## config.mk

```make
export PLATFORM = sky130hd
export DESIGN_NAME = hmf_regs
export DESIGN_NICKNAME = d
export VERILOG_FILES = /design/src/hdl/hmf_pkg.sv /design/src/hdl/hmf_regs.sv
export SDC_FILE = /design/constraint.sdc
export NUM_CORES = 1
export LEC_CHECK = 0
export ABC_AREA = 1
export CAP_MARGIN = 20
export CORE_MARGIN = 2
export CORE_UTILIZATION = 50
export DETAILED_ROUTE_END_ITERATION = 6
export DONT_BUFFER_PORTS = 1
export GPL_TIMING_DRIVEN = 0
export PLACE_DENSITY_LB_ADDON = 0.05
export SYNTH_ARGS = -nofsm -noshare
export SYNTH_HDL_FRONTEND = slang
export SYNTH_SLANG_ARGS = --single-unit
```

## constraint.sdc

```tcl
create_clock -name i_clk -period 1 [get_ports i_clk]
set_input_delay 0.2 -clock i_clk [delete_from_list [all_inputs] [get_ports i_clk]]
set_output_delay 0.2 -clock i_clk [all_outputs]
set_load 0.03 [all_outputs]
```

## src/hdl/hmf_pkg.sv

```systemverilog
// ----------------------------------------------------------------------------
// hmf_pkg: shared types and constants of the haptic misalignment feedback core
// Fixed widths of the force paths, the controller states, the command and
// status groups between controller and datapath, and the register map.
// ----------------------------------------------------------------------------
package hmf_pkg;

    localparam int FIX_W     = 32;
    localparam int AXES      = 3;
    localparam int AXIS_W    = 2;
    localparam logic [AXIS_W-1:0] LAST_AXIS = AXIS_W'(AXES - 1);

    // Projection divide: 96-bit dividend, 64-bit divisor, quotient below 2^33.
    localparam int NUM_W     = 96;
    localparam int DEN_W     = 64;
    localparam int QUO_W     = 34;
    localparam int DIV_STEPS = QUO_W;
    localparam int CNT_W     = $clog2(DIV_STEPS);

    localparam int GAIN_W    = 21;
    localparam int WEIGHT_W  = 17;
    localparam int MAG_W     = 16;
    localparam logic [WEIGHT_W-1:0] WEIGHT_ONE = WEIGHT_W'(65536);

    localparam int APB_ADDR_W = 4;
    localparam int APB_DATA_W = 32;

    localparam logic [GAIN_W-1:0]   GAIN_RST    = GAIN_W'(65536);
    localparam logic [WEIGHT_W-1:0] WEIGHT_RST  = WEIGHT_W'(655);
    localparam logic [MAG_W-1:0]    MIN_MAG_RST = MAG_W'(1);

    typedef enum logic [1:0] {
        REG_GAIN    = 2'd0,
        REG_WEIGHT  = 2'd1,
        REG_MIN_MAG = 2'd2
    } t_reg_idx;

    typedef logic [AXES-1:0][FIX_W-1:0] t_vec;

    typedef struct packed {
        logic [GAIN_W-1:0]   gain;
        logic [WEIGHT_W-1:0] weight;
        logic [MAG_W-1:0]    min_mag;
    } t_cfg;

    typedef enum logic [3:0] {
        S_IDLE,
        S_MAC_MUL,
        S_MAC_ACC,
        S_CHECK,
        S_NUM_LO,
        S_NUM_HI,
        S_NUM_ADD,
        S_DIV_LOAD,
        S_DIV_RUN,
        S_PERP,
        S_GAIN,
        S_DIFF,
        S_STEP,
        S_UPDATE,
        S_EMIT
    } t_state;

    typedef enum logic [1:0] {
        TERM_HH,
        TERM_AA,
        TERM_HA
    } t_term;

    typedef enum logic [3:0] {
        DP_NOP,
        DP_CAPTURE,
        DP_MUL,
        DP_ACC,
        DP_MAG,
        DP_NUM_LO,
        DP_NUM_HI,
        DP_NUM_ADD,
        DP_DIV_LOAD,
        DP_DIV_STEP,
        DP_PERP,
        DP_GAIN,
        DP_DIFF,
        DP_STEP,
        DP_UPDATE,
        DP_EMIT
    } t_dp_op;

    typedef struct packed {
        t_dp_op              op;
        t_term               term;
        logic [AXIS_W-1:0]   axis;
    } t_dp_cmd;

    typedef struct packed {
        logic below_min;
        logic out_free;
    } t_dp_sts;

endpackage

```

## src/hdl/hmf_regs.sv

```systemverilog
// ----------------------------------------------------------------------------
// hmf_regs: configuration registers
// APB-style register file holding gain, smoothing weight and magnitude limit.
// ----------------------------------------------------------------------------
module hmf_regs import hmf_pkg::*; (
    input  logic                  i_clk,
    input  logic                  i_rst_n,
    input  logic                  psel,
    input  logic                  penable,
    input  logic                  pwrite,
    input  logic [APB_ADDR_W-1:0] paddr,
    input  logic [APB_DATA_W-1:0] pwdata,
    output logic [APB_DATA_W-1:0] prdata,
    output logic                  pready,
    output t_cfg                  o_cfg
);

    t_cfg       r_cfg;
    logic       wr_en;
    logic [1:0] reg_idx;

    assign reg_idx = paddr[APB_ADDR_W-1:2];
    assign wr_en   = psel && penable && pwrite;
    assign pready  = 1'b1;
    assign o_cfg   = r_cfg;

    always_ff @(posedge i_clk) begin
        if (!i_rst_n) begin
            r_cfg.gain    <= GAIN_RST;
            r_cfg.weight  <= WEIGHT_RST;
            r_cfg.min_mag <= MIN_MAG_RST;
        end else if (wr_en) begin
            unique case (reg_idx)
                REG_GAIN:    r_cfg.gain    <= pwdata[GAIN_W-1:0];
                REG_WEIGHT:  r_cfg.weight  <= pwdata[WEIGHT_W-1:0];
                REG_MIN_MAG: r_cfg.min_mag <= pwdata[MAG_W-1:0];
                default: ;
            endcase
        end
    end

    always_comb begin
        unique case (reg_idx)
            REG_GAIN:    prdata = APB_DATA_W'(r_cfg.gain);
            REG_WEIGHT:  prdata = APB_DATA_W'(r_cfg.weight);
            REG_MIN_MAG: prdata = APB_DATA_W'(r_cfg.min_mag);
            default:     prdata = '0;
        endcase
    end

endmodule

```

==> After elaboration in Yosys (flattened, before gate mapping) <==
Cells that the tools add are included.
{ "totals": {"register_bits": 54, "input_bits": 41} }
{ "classes": {"n_eq_ne": 2, "mux": 1, "n_reduce_logical": 6} }
{ "op_table": {"columns": ["op", "count"], "rows": [
  ["case mux 21 bit (3 select lines)", 1],
  ["AND reduction 2 bit", 3],
  ["== test 2 x 1 -> 1 bit (second input constant)", 1],
  ["== test 2 bit (second input constant)", 1],
  ["logical AND 1 bit", 2],
  ["zero test 2 bit", 1]
]} }

==> Longest topological paths before layout <==
Gate-level depths: netlist (run 1).
{ "depth": {"depth_word": 3, "ltp_mapped": 7, "ltp_nobuf": 5} }

==> Least setup slack after synthesis (run 1) <==
OpenSTA, ideal clock, no wires.
{ "synth_path": {"path_kind": "register to output", "start": "register r_cfg (netlist bit o_cfg[50])", "end": "output port prdata[17]", "arrival_time_ns": 0.994, "t_required_ns": 0.800, "slack_ns": -0.194, "path_stages_with_launch": 3, "path_buffers": 0, "cell_sequence": "dfxtp_1 > inv_1 > nor2_1"} }
{ "synth_between": {"elab_chain_cells": 1} }
{ "synth_lines": {"columns": ["element", "line_no", "text"], "rows": [
  ["from (decl)", "hmf_regs.sv:18", "t_cfg r_cfg;"],
  ["case mux 21 bit (3 select lines)", "hmf_regs.sv:43", "unique case (reg_idx)"],
  ["to (decl)", "hmf_regs.sv:13", "output logic [APB_DATA_W-1:0] prdata,"]
]} }
No other way between the ends.

==> Final worst setup path (run 1) <==
{ "layout_path": {"start": "register r_cfg (netlist bit o_cfg[49])", "end": "output port prdata[16]"} }
Same word-level chain as after synthesis.

==> impl_metrics.tcl, run 1 <==
set metrics [dict create \
    status "complete, but fails checks" \
    violations "setup timing" \
    synth-edff-count 0 \
    cts_hold_buf 0 \
    die_w_um 76.3 \
    drt-total-wl_um 8390 \
    finalNonFillerCells 503 \
    grt_max_degree 16 \
    drtAntennaViolNets 0 \
    clockBufferDepth 2 \
    dieArea_sq_um 5820 \
    fin_util 0.731 \
    antenna_cells 0 \
    grt_pass1_wl_um 13700 \
    grt_antenna_before_repair 0 \
    relSlewSlack 0.593 \
    maxCapViolations 0 \
    post-synth-top-area-cell "dfxtp_1" \
    grt-ovfl-total 0 \
    timing.final.crit_share 1.20 \
    timing.hold.ws_ns 0.0117 \
    crit_chain "a22o_4" \
    h-tree-depth 2 \
    setup_slack_ns -0.202 \
    synthCells 410 \
    yosysSeqAreaShare 0.414 \
    synthTopCellsByArea "dfxtp_1 (41%), nand2_1 (16%), nor2_1 (14%)" \
    grt_pass1_vias 2723 \
    synth_top_area_frac 0.414 \
    cp_slowest_cell "dfxtp_4" \
    place.gp.congestion 0.812 \
    pwr-share-seq 0.532 \
    cpLargestDelayFamily "flip-flops" \
    hpwlAfterDp_um 5560 \
    end_kind "output port" \
    ir_drop_mv 0.605 \
    cts-buffers-inserted 5 \
    async_flop_share 0 \
    power.density_nw_per_um2 1140 \
    min_period_ns 1.20 \
    clk_latency_ns 0.30 \
    ys.flop_type "dfxtp_1" \
    start_util 0.515 \
    worstPathMaxFanout 3 \
    drc 0 \
    cts.sinks 54 \
    num-nets-final 473 \
    netSwitchingPower_mw 1.36 \
    num_vias 2652 \
    yosysWarnings 0 \
    first_pass_iters 4 \
    die_h_um 76.3 \
    swShare 0.321 \
    dp_cells 490 \
    fp.coreArea_sq_um 5070 \
    io_pins 128 \
    p_int_mw 2.87 \
    setup_viol 21 \
    max_stage_delay_ns 0.40 \
    tritoncts "built" \
    skew_ns 0 \
    synth_common_cells "nand2_1 (113), nor2_1 (100), nand3_1 (70)" \
    crit_required_ns 0.80 \
    timing_hold_violations_final 0 \
    crit_arrival_ns 1.00 \
    clockPowerShare 0.300 \
    placement.io_buffers 0 \
    fmax_mhz 832 \
    syn_area_per_cell_sq_um 6.37 \
    place_ws_ns -0.292 \
    synth.distinct_cells 16 \
    netlist_area_sq_um 2610 \
    rsz0062_at_grt "true" \
    drt_iter0_drc 215 \
    yosysMostFrequentCell "nand2_1" \
    criticalPathCategory "reg2out" \
    worstMarginPinSlew_ns 0.610 \
    num_rows 26 \
    critPathLaunchType "flip-flop" \
    slew_viol_final 0 \
    synthToLayoutAreaGrowth_pct 42.1 \
    power_frac_comb 0.167 \
    path_buf_inv 0 \
    p_leak_nw 2.02 \
    wire_per_inst_um 16.7 \
    holdCritPathClass "in2reg" \
    viasPerCell 5.27 \
    synth-seq-cells 54 \
    largest_register_ff_count 54 \
    grtUsageTotal 0.296 \
    cts_root_buf "clkbuf_8" \
    cts.clk_slew.worst_paths_ns 0.10 \
    drive_gt1_frac 0.413 \
]
path summary, 6_finish.rpt:
check	from	endpoint	slack (ns)	depth (start not counted)
setup / recovery	o_cfg[49]	prdata[16]	-0.20	1
hold / removal	pwdata[0]	o_cfg[16]	0.01	2
setup reg to reg	o_cfg[15]	o_cfg[15]	0.31	2
hold reg to reg	o_cfg[17]	o_cfg[17]	0.56	2
timing repair:
item	4_1_cts	5_1_grt
gates resized for setup	200	23
endpoints found under the setup margin	72	42
setup buffers	1	4
pin swaps	41	20
layer usage:
layer,routed length [um],track usage
met4,79,0.0800
met2,4240,0.517
met1,3170,0.352
met5,0,0
met3,904,0.0936
logic make-up (layout without fill, tap and decap cells):
family / Yosys count / in the layout / share of synthesized area
other: 2 / 12 / 0.00288
AND/OR/NAND/NOR: 287 / 287 / 0.455
AO/OA/AOI/OAI: 3 / 3 / 0.00719
flip-flops: 54 / 54 / 0.414
buffers and inverters: 64 / 77 / 0.121
area by class of cell:
type	instances	area, sq um
plain buffers	36	259
clock buffers	7	86.3
clock inverters	1	5.00
fillers	443	1360
inverters	28	105
multi-input cells	302	1850
flip-flops and latches	54	1280
well taps	70	87.6
repair buffers	5	37.5
power by group through the flow:
stage / clock (mW) / sequential, mW / combinational (mW)
CTS: 1.29 / 2.24 / 0.669
detailed placement: 0 / 2.39 / 0.588
finish: 1.27 / 2.25 / 0.707
floorplan: 0 / 2.37 / 0.480
global placement: 0 / 2.38 / 0.581
global route: 1.37 / 2.26 / 0.769
cell usage in the layout, fill, tap and decap left out, types with 4 or more instances in the layout:
| master | instances |
|---|---|
| buf_1 | 4 |
| buf_2 | 9 |
| buf_4 | 19 |
| buf_6 | 4 |
| clkbuf_8 | 6 |
| conb_1 | 12 |
| dfxtp_4 | 53 |
| inv_1 | 22 |
| inv_2 | 6 |
| nand2_1 | 64 |
| nand2_2 | 4 |
| nand2_4 | 45 |
| nand3_1 | 54 |
| nand3_4 | 16 |
| nor2_1 | 94 |
| nor2_4 | 7 |
metrics by stage:
step	TNS [ns]	power, mW	instance area [sq um]
after floorplan	-1.65	2.85	2850
after global placement	-12.93	2.97	2940
after detailed placement	-13.68	2.97	2940
after CTS	-3.19	4.20	3570
after global routing	-3.73	4.40	3710
final	-3.07	4.23	3710
No activity file was read; power rests on OpenSTA's default activity.
==> run 2, diff against run 1 <==
--- a/config.mk
+++ b/config.mk
@@ -5,7 +5,6 @@
 export SDC_FILE = /design/constraint.sdc
 export NUM_CORES = 1
 export LEC_CHECK = 0
-export ABC_AREA = 1
 export CAP_MARGIN = 20
 export CORE_MARGIN = 2
 export CORE_UTILIZATION = 50
==> impl_metrics.tcl, run 2 <==
set metrics [dict create \
    clockPowerShare 0.313 \
    cts_root_buf "clkbuf_8" \
    synth-simple-area-share 0.175 \
    synth-seq-cells 54 \
    worstPathMaxFanout 3 \
    grt_max_degree 16 \
    relSlewSlack 0.590 \
    grt-ovfl-total 0 \
    tritoncts "built" \
    min_period_ns 1.35 \
    yosysWarnings 0 \
    wire_per_inst_um 18.5 \
    worstMarginPinSlew_ns 0.615 \
    final_common_cell "nand2_1" \
    ys.flop_type "dfxtp_1" \
    hpwlAfterDp_um 4810 \
    syn_area_per_cell_sq_um 9.02 \
    num_rows 26 \
    synth_top_area_frac 0.419 \
    clockBufferDepth 2 \
    rsz0062_at_grt "true" \
    synth_fa_ha_area_frac 0 \
    end_kind "output port" \
    grt_antenna_before_repair 0 \
    layout_common_cells "nand2_1 (83), mux2i_1 (53), dfxtp_4 (38)" \
    drt-total-wl_um 6930 \
    synth_compound_area_frac 0.0534 \
    die_h_um 75.8 \
    first_pass_iters 4 \
    power.density_nw_per_um2 1210 \
    violations "setup timing" \
    power_frac_comb 0.137 \
    place.gp.congestion 0.718 \
    synth-edff-count 0 \
    placed_cell_area_sq_um 2900 \
    synthToLayoutAreaGrowth_pct 27.9 \
    status "complete, but fails checks" \
    io_pins 128 \
    cts.clk_slew.worst_paths_ns 0.09 \
    p_int_mw 2.84 \
    drtAntennaViolNets 0 \
    pwr-share-seq 0.550 \
    synth.distinct_cells 24 \
    drive_gt1_frac 0.418 \
    swShare 0.285 \
    cts.sinks 54 \
    async_flop_share 0 \
    synth_common_cells "nand2_1 (83), mux2i_1 (65), dfxtp_1 (54)" \
    grtUsageTotal 0.242 \
    post-synth-top-area-cell "dfxtp_1" \
    drt_iter0_drc 82 \
    grt_pass1_vias 1962 \
    num_vias 2070 \
    criticalPathCategory "reg2out" \
    die_w_um 75.8 \
    netSwitchingPower_mw 1.13 \
    setup_slack_ns -0.355 \
    holdCritPathClass "in2reg" \
    viasPerCell 5.53 \
    largest_register_ff_count 54 \
    placement.io_buffers 0 \
    dieArea_sq_um 5750 \
    crit_required_ns 0.80 \
    slew_viol_final 0 \
    grt_pass1_wl_um 10100 \
    synthCells 286 \
    skew_ns 0 \
    h-tree-depth 2 \
    synthTopCellsByArea "dfxtp_1 (42%), mux2i_1 (25%), nand2_1 (12%)" \
    fp.coreArea_sq_um 5040 \
    ir_drop_mv 0.699 \
    critPathLaunchType "flip-flop" \
    place_ws_ns -0.297 \
    synth_top_family_by_area "multiplexers" \
    maxCapViolations 0 \
    yosysSeqAreaShare 0.419 \
    netlist_area_sq_um 2580 \
    p_leak_nw 1.31 \
    postLayoutCellArea_sq_um 3300 \
    antenna_cells 0 \
    drc 0 \
    fin_util 0.654 \
    start_util 0.511 \
    timing_hold_violations_final 0 \
    setup_viol 21 \
    fmax_mhz 738 \
    cts-buffers-inserted 5 \
    cts_hold_buf 0 \
    yosysMostFrequentCell "nand2_1" \
    clk_latency_ns 0.30 \
    synthMuxAreaShare 0.252 \
    crit_arrival_ns 1.15 \
    synth-xor-area-share 0 \
    num-nets-final 344 \
    timing.final.crit_share 1.35 \
]
## run 2: changes by cell type after synthesis, moves of 3 or more
cell	previous run	this run
inv_1	26	6
mux2i_1	0	65
nor2b_1	0	3
nor2_1	100	2
nand3_1	70	6
and2_1	0	4
buf_6	0	6
o21ai_0	2	16
clkbuf_1	2	10
nand2_1	113	83
buf_1	4	0
o211ai_1	0	5
buf_2	15	2
## run 2: area by class of cell
type,instances,area (sq um)
Inverter,6,22.5
Buffer,32,255
Clock buffer,8,90.1
Multi-Input combinational cell,204,1600
Fill cell,434,1750
Tap cell,70,87.6
Sequential cell,54,1240
## run 2: what timing repair did
action | CTS | global route
setup endpoints to repair | 41 | 23
pin swaps | 17 | 8
resized for setup | 50 | 30
buffers inserted | 0 | 0
## run 2: path summary, 6_finish.rpt
kind | from | to | slack [ns] | cells past startpoint
min reg2reg | o_cfg[6] | o_cfg[6] | 0.54 | 2
max reg2reg | o_cfg[17] | o_cfg[17] | 0.24 | 2
max | o_cfg[46] | prdata[13] | -0.35 | 2
min | pwdata[16] | o_cfg[32] | 0.02 | 2
## run 2: power groups by stage
stage	Clock, mW	Combinational (mW)	Sequential [mW]
floorplan	0	0.397	2.27
global placement	0	0.476	2.28
detailed placement	0	0.479	2.28
CTS	1.27	0.497	2.18
global route	1.35	0.584	2.19
finish	1.25	0.544	2.19
## run 2: worst max-delay path, stage by stage, from the launching register on
cell     delay [ns]
dfxtp_4        0.42
mux2i_1        0.10
o21ai_2        0.34
## run 2: stage by stage
stage	hold slack, ns	instances	setup TNS [ns]	power (mW)
final	0.0192	374	-5.59	3.98
after floorplan	0.332	296	-3.08	2.67
after global routing	0.0158	374	-6.37	4.13
after global placement	0.339	366	-12.93	2.75
after CTS	0.0101	374	-6.31	3.95
after detailed placement	0.339	366	-13.31	2.76
## run 2: cell families after synthesis
logic type / count (synthesis)
and+or+nand+nor: 104
muxes: 65
DFF: 54
AOI/OAI and AO/OA: 23
other: 2
buffers and inverters: 38
## run 2: per-layer routing
metal	vias up	wire [um]	global-route usage	share of wire
li1	974	-	-	-
met1	1013	2850	0.289	0.41
met2	77	3410	0.417	0.49
met5	-	0	0	0
met3	6	612	0.0794	0.088
met4	0	61	0.0624	0.0088
