===== src/hdl/hmf_pkg.sv =====
// ----------------------------------------------------------------------------
// hmf_pkg: shared types and constants of the haptic misalignment feedback core
// Fixed widths of the force paths, the controller states, the command and
// status groups between controller and datapath, and the register map.
// ----------------------------------------------------------------------------
package hmf_pkg;

    localparam int FIX_W     = 32;
    localparam int AXES      = 3;
    localparam int AXIS_W    = 2;
    localparam logic [AXIS_W-1:0] LAST_AXIS = AXIS_W'(AXES - 1);

    // Projection divide: 96-bit dividend, 64-bit divisor, quotient below 2^33.
    localparam int NUM_W     = 96;
    localparam int DEN_W     = 64;
    localparam int QUO_W     = 34;
    localparam int DIV_STEPS = QUO_W;
    localparam int CNT_W     = $clog2(DIV_STEPS);

    localparam int GAIN_W    = 21;
    localparam int WEIGHT_W  = 17;
    localparam int MAG_W     = 16;
    localparam logic [WEIGHT_W-1:0] WEIGHT_ONE = WEIGHT_W'(65536);

    localparam int APB_ADDR_W = 4;
    localparam int APB_DATA_W = 32;

    localparam logic [GAIN_W-1:0]   GAIN_RST    = GAIN_W'(65536);
    localparam logic [WEIGHT_W-1:0] WEIGHT_RST  = WEIGHT_W'(655);
    localparam logic [MAG_W-1:0]    MIN_MAG_RST = MAG_W'(1);

    typedef enum logic [1:0] {
        REG_GAIN    = 2'd0,
        REG_WEIGHT  = 2'd1,
        REG_MIN_MAG = 2'd2
    } t_reg_idx;

    typedef logic [AXES-1:0][FIX_W-1:0] t_vec;

    typedef struct packed {
        logic [GAIN_W-1:0]   gain;
        logic [WEIGHT_W-1:0] weight;
        logic [MAG_W-1:0]    min_mag;
    } t_cfg;

    typedef enum logic [3:0] {
        S_IDLE,
        S_MAC_MUL,
        S_MAC_ACC,
        S_CHECK,
        S_NUM_LO,
        S_NUM_HI,
        S_NUM_ADD,
        S_DIV_LOAD,
        S_DIV_RUN,
        S_PERP,
        S_GAIN,
        S_DIFF,
        S_STEP,
        S_UPDATE,
        S_EMIT
    } t_state;

    typedef enum logic [1:0] {
        TERM_HH,
        TERM_AA,
        TERM_HA
    } t_term;

    typedef enum logic [3:0] {
        DP_NOP,
        DP_CAPTURE,
        DP_MUL,
        DP_ACC,
        DP_MAG,
        DP_NUM_LO,
        DP_NUM_HI,
        DP_NUM_ADD,
        DP_DIV_LOAD,
        DP_DIV_STEP,
        DP_PERP,
        DP_GAIN,
        DP_DIFF,
        DP_STEP,
        DP_UPDATE,
        DP_EMIT
    } t_dp_op;

    typedef struct packed {
        t_dp_op              op;
        t_term               term;
        logic [AXIS_W-1:0]   axis;
    } t_dp_cmd;

    typedef struct packed {
        logic below_min;
        logic out_free;
    } t_dp_sts;

endpackage


===== src/hdl/hmf_ctrl.sv =====
// ----------------------------------------------------------------------------
// hmf_ctrl: sequencing controller
// Steps the datapath through the dot products, the threshold check and,
// per axis, the projection divide, gain, and low-pass update.
// ----------------------------------------------------------------------------
module hmf_ctrl import hmf_pkg::*; (
    input  logic    i_clk,
    input  logic    i_rst_n,
    input  logic    i_in_valid,
    output logic    o_in_ready,
    input  t_dp_sts i_sts,
    output t_dp_cmd o_cmd
);

    t_state            r_state, n_state;
    t_term             r_term, n_term;
    logic [AXIS_W-1:0] r_axis, n_axis;
    logic [CNT_W-1:0]  r_cnt, n_cnt;

    always_ff @(posedge i_clk) begin
        if (!i_rst_n) begin
            r_state <= S_IDLE;
            r_term  <= TERM_HH;
            r_axis  <= '0;
            r_cnt   <= '0;
        end else begin
            r_state <= n_state;
            r_term  <= n_term;
            r_axis  <= n_axis;
            r_cnt   <= n_cnt;
        end
    end

    always_comb begin
        n_state = r_state;
        n_term  = r_term;
        n_axis  = r_axis;
        n_cnt   = r_cnt;
        unique case (r_state)
            S_IDLE: begin
                if (i_in_valid) begin
                    n_state = S_MAC_MUL;
                    n_term  = TERM_HH;
                    n_axis  = '0;
                end
            end
            S_MAC_MUL: n_state = S_MAC_ACC;
            S_MAC_ACC: begin
                if (r_axis == LAST_AXIS) begin
                    n_axis = '0;
                    unique case (r_term)
                        TERM_HH: begin
                            n_term  = TERM_AA;
                            n_state = S_MAC_MUL;
                        end
                        TERM_AA: begin
                            n_term  = TERM_HA;
                            n_state = S_MAC_MUL;
                        end
                        default: n_state = S_CHECK;
                    endcase
                end else begin
                    n_axis  = r_axis + 1'b1;
                    n_state = S_MAC_MUL;
                end
            end
            S_CHECK: begin
                n_axis  = '0;
                n_state = i_sts.below_min ? S_IDLE : S_NUM_LO;
            end
            S_NUM_LO:   n_state = S_NUM_HI;
            S_NUM_HI:   n_state = S_NUM_ADD;
            S_NUM_ADD:  n_state = S_DIV_LOAD;
            S_DIV_LOAD: begin
                n_cnt   = '0;
                n_state = S_DIV_RUN;
            end
            S_DIV_RUN: begin
                if (r_cnt == CNT_W'(DIV_STEPS - 1)) begin
                    n_state = S_PERP;
                end else begin
                    n_cnt = r_cnt + 1'b1;
                end
            end
            S_PERP:  n_state = S_GAIN;
            S_GAIN:  n_state = S_DIFF;
            S_DIFF:  n_state = S_STEP;
            S_STEP:  n_state = S_UPDATE;
            S_UPDATE: begin
                if (r_axis == LAST_AXIS) begin
                    n_state = S_EMIT;
                end else begin
                    n_axis  = r_axis + 1'b1;
                    n_state = S_NUM_LO;
                end
            end
            S_EMIT: begin
                if (i_sts.out_free) begin
                    n_state = S_IDLE;
                end
            end
            default: n_state = S_IDLE;
        endcase
    end

    always_comb begin
        o_cmd.term = r_term;
        o_cmd.axis = r_axis;
        o_in_ready = (r_state == S_IDLE);
        unique case (r_state)
            S_IDLE:     o_cmd.op = i_in_valid ? DP_CAPTURE : DP_NOP;
            S_MAC_MUL:  o_cmd.op = DP_MUL;
            S_MAC_ACC:  o_cmd.op = DP_ACC;
            S_CHECK:    o_cmd.op = DP_MAG;
            S_NUM_LO:   o_cmd.op = DP_NUM_LO;
            S_NUM_HI:   o_cmd.op = DP_NUM_HI;
            S_NUM_ADD:  o_cmd.op = DP_NUM_ADD;
            S_DIV_LOAD: o_cmd.op = DP_DIV_LOAD;
            S_DIV_RUN:  o_cmd.op = DP_DIV_STEP;
            S_PERP:     o_cmd.op = DP_PERP;
            S_GAIN:     o_cmd.op = DP_GAIN;
            S_DIFF:     o_cmd.op = DP_DIFF;
            S_STEP:     o_cmd.op = DP_STEP;
            S_UPDATE:   o_cmd.op = DP_UPDATE;
            S_EMIT:     o_cmd.op = i_sts.out_free ? DP_EMIT : DP_NOP;
            default:    o_cmd.op = DP_NOP;
        endcase
    end

    a_div_full_run: assert property (@(posedge i_clk) disable iff (!i_rst_n)
        r_state == S_PERP |->
            $past(r_state) == S_DIV_RUN && $past(r_cnt) == CNT_W'(DIV_STEPS - 1))
        else $error("projection used before the divider finished");

    a_axis_range: assert property (@(posedge i_clk) disable iff (!i_rst_n)
        r_axis <= LAST_AXIS)
        else $error("axis counter out of range");

endmodule


===== config.mk =====
export PLATFORM = sky130hd
export DESIGN_NAME = hmf_ctrl
export DESIGN_NICKNAME = d
export VERILOG_FILES = /design/src/hdl/hmf_pkg.sv /design/src/hdl/hmf_ctrl.sv
export SDC_FILE = /design/constraint.sdc
export NUM_CORES = 1
export LEC_CHECK = 0
export BUFFER_PORTS_ARGS = -buffer_cell sky130_fd_sc_hd__clkbuf_2
export CORE_ASPECT_RATIO = 0.8
export CORE_UTILIZATION = 50
export CTS_BUF_LIST = sky130_fd_sc_hd__clkbuf_8
export DETAILED_ROUTE_END_ITERATION = 16
export PLACE_DENSITY = 0.72
export SLEW_MARGIN = 5
export SYNTH_ARGS = -nofsm -noshare
export SYNTH_HDL_FRONTEND = slang
export SYNTH_SLANG_ARGS = --single-unit

===== constraint.sdc =====
create_clock -name i_clk -period 3.2 [get_ports i_clk]
set_clock_uncertainty 0.1 [all_clocks]
set_input_delay 0 -clock i_clk [delete_from_list [all_inputs] [get_ports i_clk]]
set_output_delay 0 -clock i_clk [all_outputs]
set_load 0.01 [all_outputs]

# Yosys cells after proc, flatten, opt, wreduce, memory -nomap -nowiden
# Index checks and enable logic that the tools add are counted.
dict set report word_totals {
  in_bits 5
  register_bits 14
  elab_cells 60
  out_inout_bits 9
}
dict set report op_classes {
  n_mux 20
  eq_ne 24
  n_reduce_logical 10
  add_sub_neg 2
}
# operator count
set op_table {}
lappend op_table {{$pmux 4 s15} 2}
lappend op_table {{$eq 4x4->1 const B} 7}
lappend op_table {{$mux 4} 6}
lappend op_table {{$eq 4x3->1 const B} 4}
lappend op_table {{$ne 2x2->1 const B} 6}
lappend op_table {{$pmux 6 s2} 1}
lappend op_table {{$mux 2} 5}
lappend op_table {{$eq 4x2->1 const B} 2}
lappend op_table {{$pmux 2 s2} 2}
lappend op_table {{$pmux 2 s4} 1}
lappend op_table {{$add 6x1->6 const B} 1}
lappend op_table {{$eq 6x6->1 const B} 1}
lappend op_table {{$mux 6} 1}
lappend op_table {{$reduce_and 3->1} 2}
lappend op_table {{$eq 4x1->1 const B} 1}
lappend op_table {{$logic_not 4->1} 1}
lappend op_table {{$reduce_and 4->1} 1}
lappend op_table {{$reduce_bool 2->1} 2}
lappend op_table {{$reduce_bool 4->1} 1}
lappend op_table {{$mux 3} 1}
lappend op_table {{$ne 3x1->1 const B} 1}
lappend op_table {{$add 2x1->2 const B} 1}
lappend op_table {{$eq 2x1->1 const B} 1}
lappend op_table {{$eq 2x2->1 const B} 1}
lappend op_table {{4 further kinds} 4}

# Logic depth before layout (Yosys ltp)
dict set report depth {
  depth_word 5
  ltp_mapped 6
  mapped_depth_nobuf 6
}

# Worst setup path after synthesis
# Ideal clock, no wire load.
dict set report synth_path {
  path_kind {register to register}
  startpoint {register r_axis[0]}
  endpoint {register r_axis[1]}
  arrival_time_ns 1.469
  synth_period_minus_slack_ns 1.706
  path_stages_with_launch 6
  slack_ns 1.494
  required_ns 2.963
  path_buffers 0
  cell_sequence {dfxtp_1 -> inv_1 -> ha_1 -> or3_4 -> a222oi_1 -> a311oi_1}
}
dict set report synth_between {
  elab_chain_len 3
}
# element line_no
set synth_lines {}
lappend synth_lines {{start, declared} hmf_ctrl.sv:17} ;# logic [AXIS_W-1:0] r_axis, n_axis;
lappend synth_lines {{start signal, assigned} hmf_ctrl.sv:29} ;# r_axis <= n_axis;
lappend synth_lines {{$add 2x1->2 / $eq 2x2->1 (equally long branches)} -}
lappend synth_lines {{$mux 2 (tied with other cells)} hmf_ctrl.sv:90} ;# if (r_axis == LAST_AXIS) begin
lappend synth_lines {{$pmux 2 s4 / $reduce_and 3->1 (equally long branches)} -}
# Several ways; a longest one is shown, not always the timed one. The select of a mux whose other input is x is not followed.
# A chain may end at the register's enable or synchronous reset.

# Worst setup path after layout
dict set report layout_path {
  startpoint {register r_state[2]}
  endpoint {register r_axis[1]}
}
dict set report layout_between {
  elab_chain_len 3
}
# element line_no
set layout_lines {}
lappend layout_lines {{start, declared} hmf_ctrl.sv:15} ;# t_state r_state, n_state;
lappend layout_lines {{start signal, assigned} hmf_ctrl.sv:27} ;# r_state <= n_state;
lappend layout_lines {{$eq 4x4->1 (tied with other cells)} hmf_ctrl.sv:39} ;# unique case (r_state)
lappend layout_lines {{$ne 2x2->1 (no source line) / $reduce_bool 4->1 (equally long branches)} -}
lappend layout_lines {{$reduce_and 3->1 (no source line)} -}
# Several ways; a longest one is shown, not always the timed one.

==> results by stage <==
Outcome:
- The flow ran to the end, and the final reports show no timing, DRC or antenna violations.

Placed design:
- Detailed placement ended at an HPWL of 1270 um.
- The cell area reported after detailed placement is 953 um^2.
- Input and output buffers added on the ports amount to 13.
- The global placer's final weighted congestion is 0.753.

Clock network:
- The clock tree from TritonCTS is built.
- The number of H-tree levels is 1.
- The number of cells upsized or downsized after cts is 0.
- The clock latency at the later pin of the worst-skew pair is 240 ps.
- The root buffer cell is clkbuf_8.
- After clock tree synthesis, the clock-pin slew on the worst setup and hold paths is 60 ps.
- In this run, CTS created clock tree buffers numbering 3.
- The clock sink count is 14.
- The clock passes through at most 2 buffers.

Pwr:
- After layout, the design draws a total of 0.000408 W.
- The clock network accounts for 41.6% of the total power.
- The leakage dissipation is 0.405 nW.
- The share of total power in combinational logic is 12.3%.
- The fraction of power spent switching nets is 23.8%.
- The worst-case IR drop observed on VDD is 0.000262 V.
- The analysis attributes to net switching a power of 0.0000971 W.
- Power spread over the standard cell area amounts to 397 nW/um^2.
- The sequential share of power is 46.1%.
- Cell internal power was estimated by the tool at 0.000311 W.

Worst setup path:
- The number of buffer and inverter instances along the worst setup path is 0.
- The critical path runs through a total of 4 cells.
- The number of cell instances on the worst register-to-register path is 4.
- The origin of the worst setup path is r_state[2].
- Of all nets on the critical path, the largest fanout is 14.
- The setup path with the least slack is of type reg -> reg.
- The arrival time of data at the critical path endpoint is 1860 ps.
- The launching point of the worst reg2reg path is r_state[2].
- Among cell families on the critical path, the largest total delay comes from flip-flops.
- The critical path goes through nand2_2 > or3_4 > a222oi_1 > a311oi_1.
- The worst setup path is captured at a flop.
- The slowest stage of the critical path is the dfxtp_1 cell.
- The worst setup path is launched from a flop.
- The data required time at the worst endpoint is 3210 ps.
- In this design, the stage delay of the slowest critical-path cell is 680 ps.

Final layout:
- The share of final-layout standard cells stronger than drive strength 1 is 19.7%.
- The summed area of non-filler cells in the final layout is 1030 um^2.
- The count of nets after finishing is 133.
- 0 antenna diodes ended up in the layout.
- From synthesis to final layout, the design area changed by 16.1%.
- The final core area utilization is 62.6%.

Routing:
- The routed design uses 693 um of met2 wire.
- The initial detailed-routing violation count is 29.
- In the routed design, unresolved DRC markers number 0.
- In the final routing, the length of wire on met1 measures 913 um.
- The count of TritonRoute iterations in the first routing pass is 4.
- Summed over all layers, the routed wires come to 1690 um.
- The highest layer touched by signal routing is met4.
- Once detail routing completed, the nets flagged for antenna violations numbered 0.
- The via count is 780.
- The via density per instance is 5.42.
- The average detailed-routed wire length per instance is 11.7 um.
- Summed over all nets, wire length on met3 after detailed routing comes to 69 um.

STA:
- Setup repair after global routing left no endpoint under its margin.
- The portion of the clock cycle consumed by the worst path in the final layout is 57.9%.
- The number of max-slew violations in the final report is 0.
- Across all hold checks on the routed design, the worst slack comes to 86.7 ps.
- The count of endpoints failing hold in the final timing report is 0.
- At the pin with the least slew margin, the transition time is 571 ps.
- Setup violations remaining at the end of the flow were counted as 0.
- The post-route minimum period is 1850 ps.
- The setup TNS is 0 ps.
- Timing would allow up to 540 MHz.
- The worst pin sits at a relative slew slack of 61.9%.

Synthesis:
- The number of cells produced by synthesis is 107.
- The number of nets produced by synthesis is 117.
- The share of synthesized registers carrying an async set or reset is 0%.
- For this run, the leading register cell type out of synthesis is dfxtp_1.
- The flop and latch count out of synthesis is 14.
- In this run, synthesis inferred 0 flip-flops with an integrated enable.
- Yosys attributes the largest share of cell area to dfxtp_1 (32%), ha_1 (7.1%), nor4b_4 (5.4%), nor2_1 (4.7%), nand2_1 (4.2%).
- After synthesis the cells add up to 886 um^2.
- The cell type contributing the most total cell area after synthesis is dfxtp_1.
- The share of the yosys chip area belonging to registers is 31.6%.
- After synthesis, the largest area contributor takes up 31.6% of total cell area.
- The count of different cell masters after synthesis is 34.
- The mean area per synthesized cell is 8.28 um^2.
- The number of warnings printed during yosys synthesis is 0.

Hold path:
- The number of cells on the worst hold path is 4.
- The start point of the worst min-delay path is i_sts[0].
- The type of the worst min-delay path is in -> reg.

Global routing:
- The aggregate global routing overflow is 0.
- The global-route total usage across every layer is 19.5%.
- The initial antenna violation count is 0.
- The via count of the first global-routing pass is 595.
- The wire length of the first global-routing pass is 2730 um.
- Entering global routing, the biggest net connects 15 pins.

Floorplan:
- The width of the die is 49.1 um.
- Row generation in the floorplan step produced 13 rows.
- The die area is 1940 um^2.
- The floorplan step set the die height to 39.6 um.
- The initial core utilization is 53.9%.
- The core region area is 1640 um^2.
- The I/O pin total is 14.

Run:
- The number of max-cap violations is 0.
-- cells by family (layout without fill, tap and decap cells) --
group | count (synthesis) | count (layout) | share of synthesized area (%)
AO/OA/AOI/OAI | 28 | 28 | 20.6
XOR/XNOR | 4 | 4 | 3.95
adder cells (fa/ha/maj) | 5 | 5 | 7.06
buffers and inverters | 11 | 26 | 5.79
flip-flops | 14 | 14 | 31.6
AND/OR/NAND/NOR | 45 | 45 | 30.9
-- state kept, by name (all words and copies together) (netlist names) --
name / cells
r_cnt: 6
r_state: 4
r_axis: 2
r_term: 2
-- cell usage in the layout (no fill, tap or decap), types with 4 or more instances in the layout --
cell type and instances:
and3_1 4, dfxtp_1 14, inv_1 7, nor2_1 11, ha_1 5, nand4_1 4
xor2_1 4, o21ai_0 7, nand2_1 10, clkbuf_2 13, clkbuf_8 4, a21oi_1 7
-- path summary, 6_finish.rpt --
check | endpoint | slack, ps
max | r_axis[1] | 1350
min | r_state[1] | 90
max reg2reg | r_axis[1] | 1350
min reg2reg | r_term[1] | 410
-- synthesized netlist by cell type (2+ instances only) --
master and n:
a21oi_1 7, o21ai_0 7, nor4_1 2, nor2b_1 2
nand4_1 4, nand2_1 10, o21a_1 2, and3_1 4
nand3_1 2, nand2b_1 2, a31oi_1 2, dfxtp_1 14
nor2_1 11, xor2_1 4, inv_1 7, ha_1 5
o211ai_1 2, buf_2 2, nor4b_4 2, or3_1 2
-- layout make-up --
type,instances,area [um^2]
fill,149,614
sequential,14,280
clock buffer,4,55.1
multi-input combinational,82,554
tap,22,27.5
inverter,7,26.3
timing repair buffer,15,85.1
-- metal layers --
| layer | track usage [%] | vias to the layer above |
|---|---|---|
| li1 | - | 415 |
| met1 | 28.0 | 348 |
| met2 | 25.7 | 15 |
| met3 | 5.81 | 2 |
| met4 | 8.82 | 0 |
| met5 | 0 | - |
-- repair_timing --
action	4_1_cts	5_1_grt
hold endpoints to repair	4	0
setup buffers	0	0
hold buffers	2	0
-- worst register-to-register path: stages, from the launching register on --
cell,delay [ps]
dfxtp_1,680
nand2_2,150
or3_4,410
a222oi_1,290
a311oi_1,90
-- metrics by stage --
stage,setup slack (ps),std cells
global route,1250,144
CTS,1350,144
global placement,1430,138
finish,1350,144
detailed placement,1360,138
floorplan,1490,107
-- power groups by stage --
stage | clock (W) | sequential (W) | combinational [W]
after detailed placement | 0 | 0.000192 | 0.0000485
after floorplan | 0 | 0.000188 | 0.0000353
after global routing | 0.000183 | 0.000189 | 0.0000567
after CTS | 0.000174 | 0.000188 | 0.0000506
after global placement | 0 | 0.000191 | 0.0000479
final | 0.000170 | 0.000188 | 0.0000503
(Power assumes the default switching activity.)
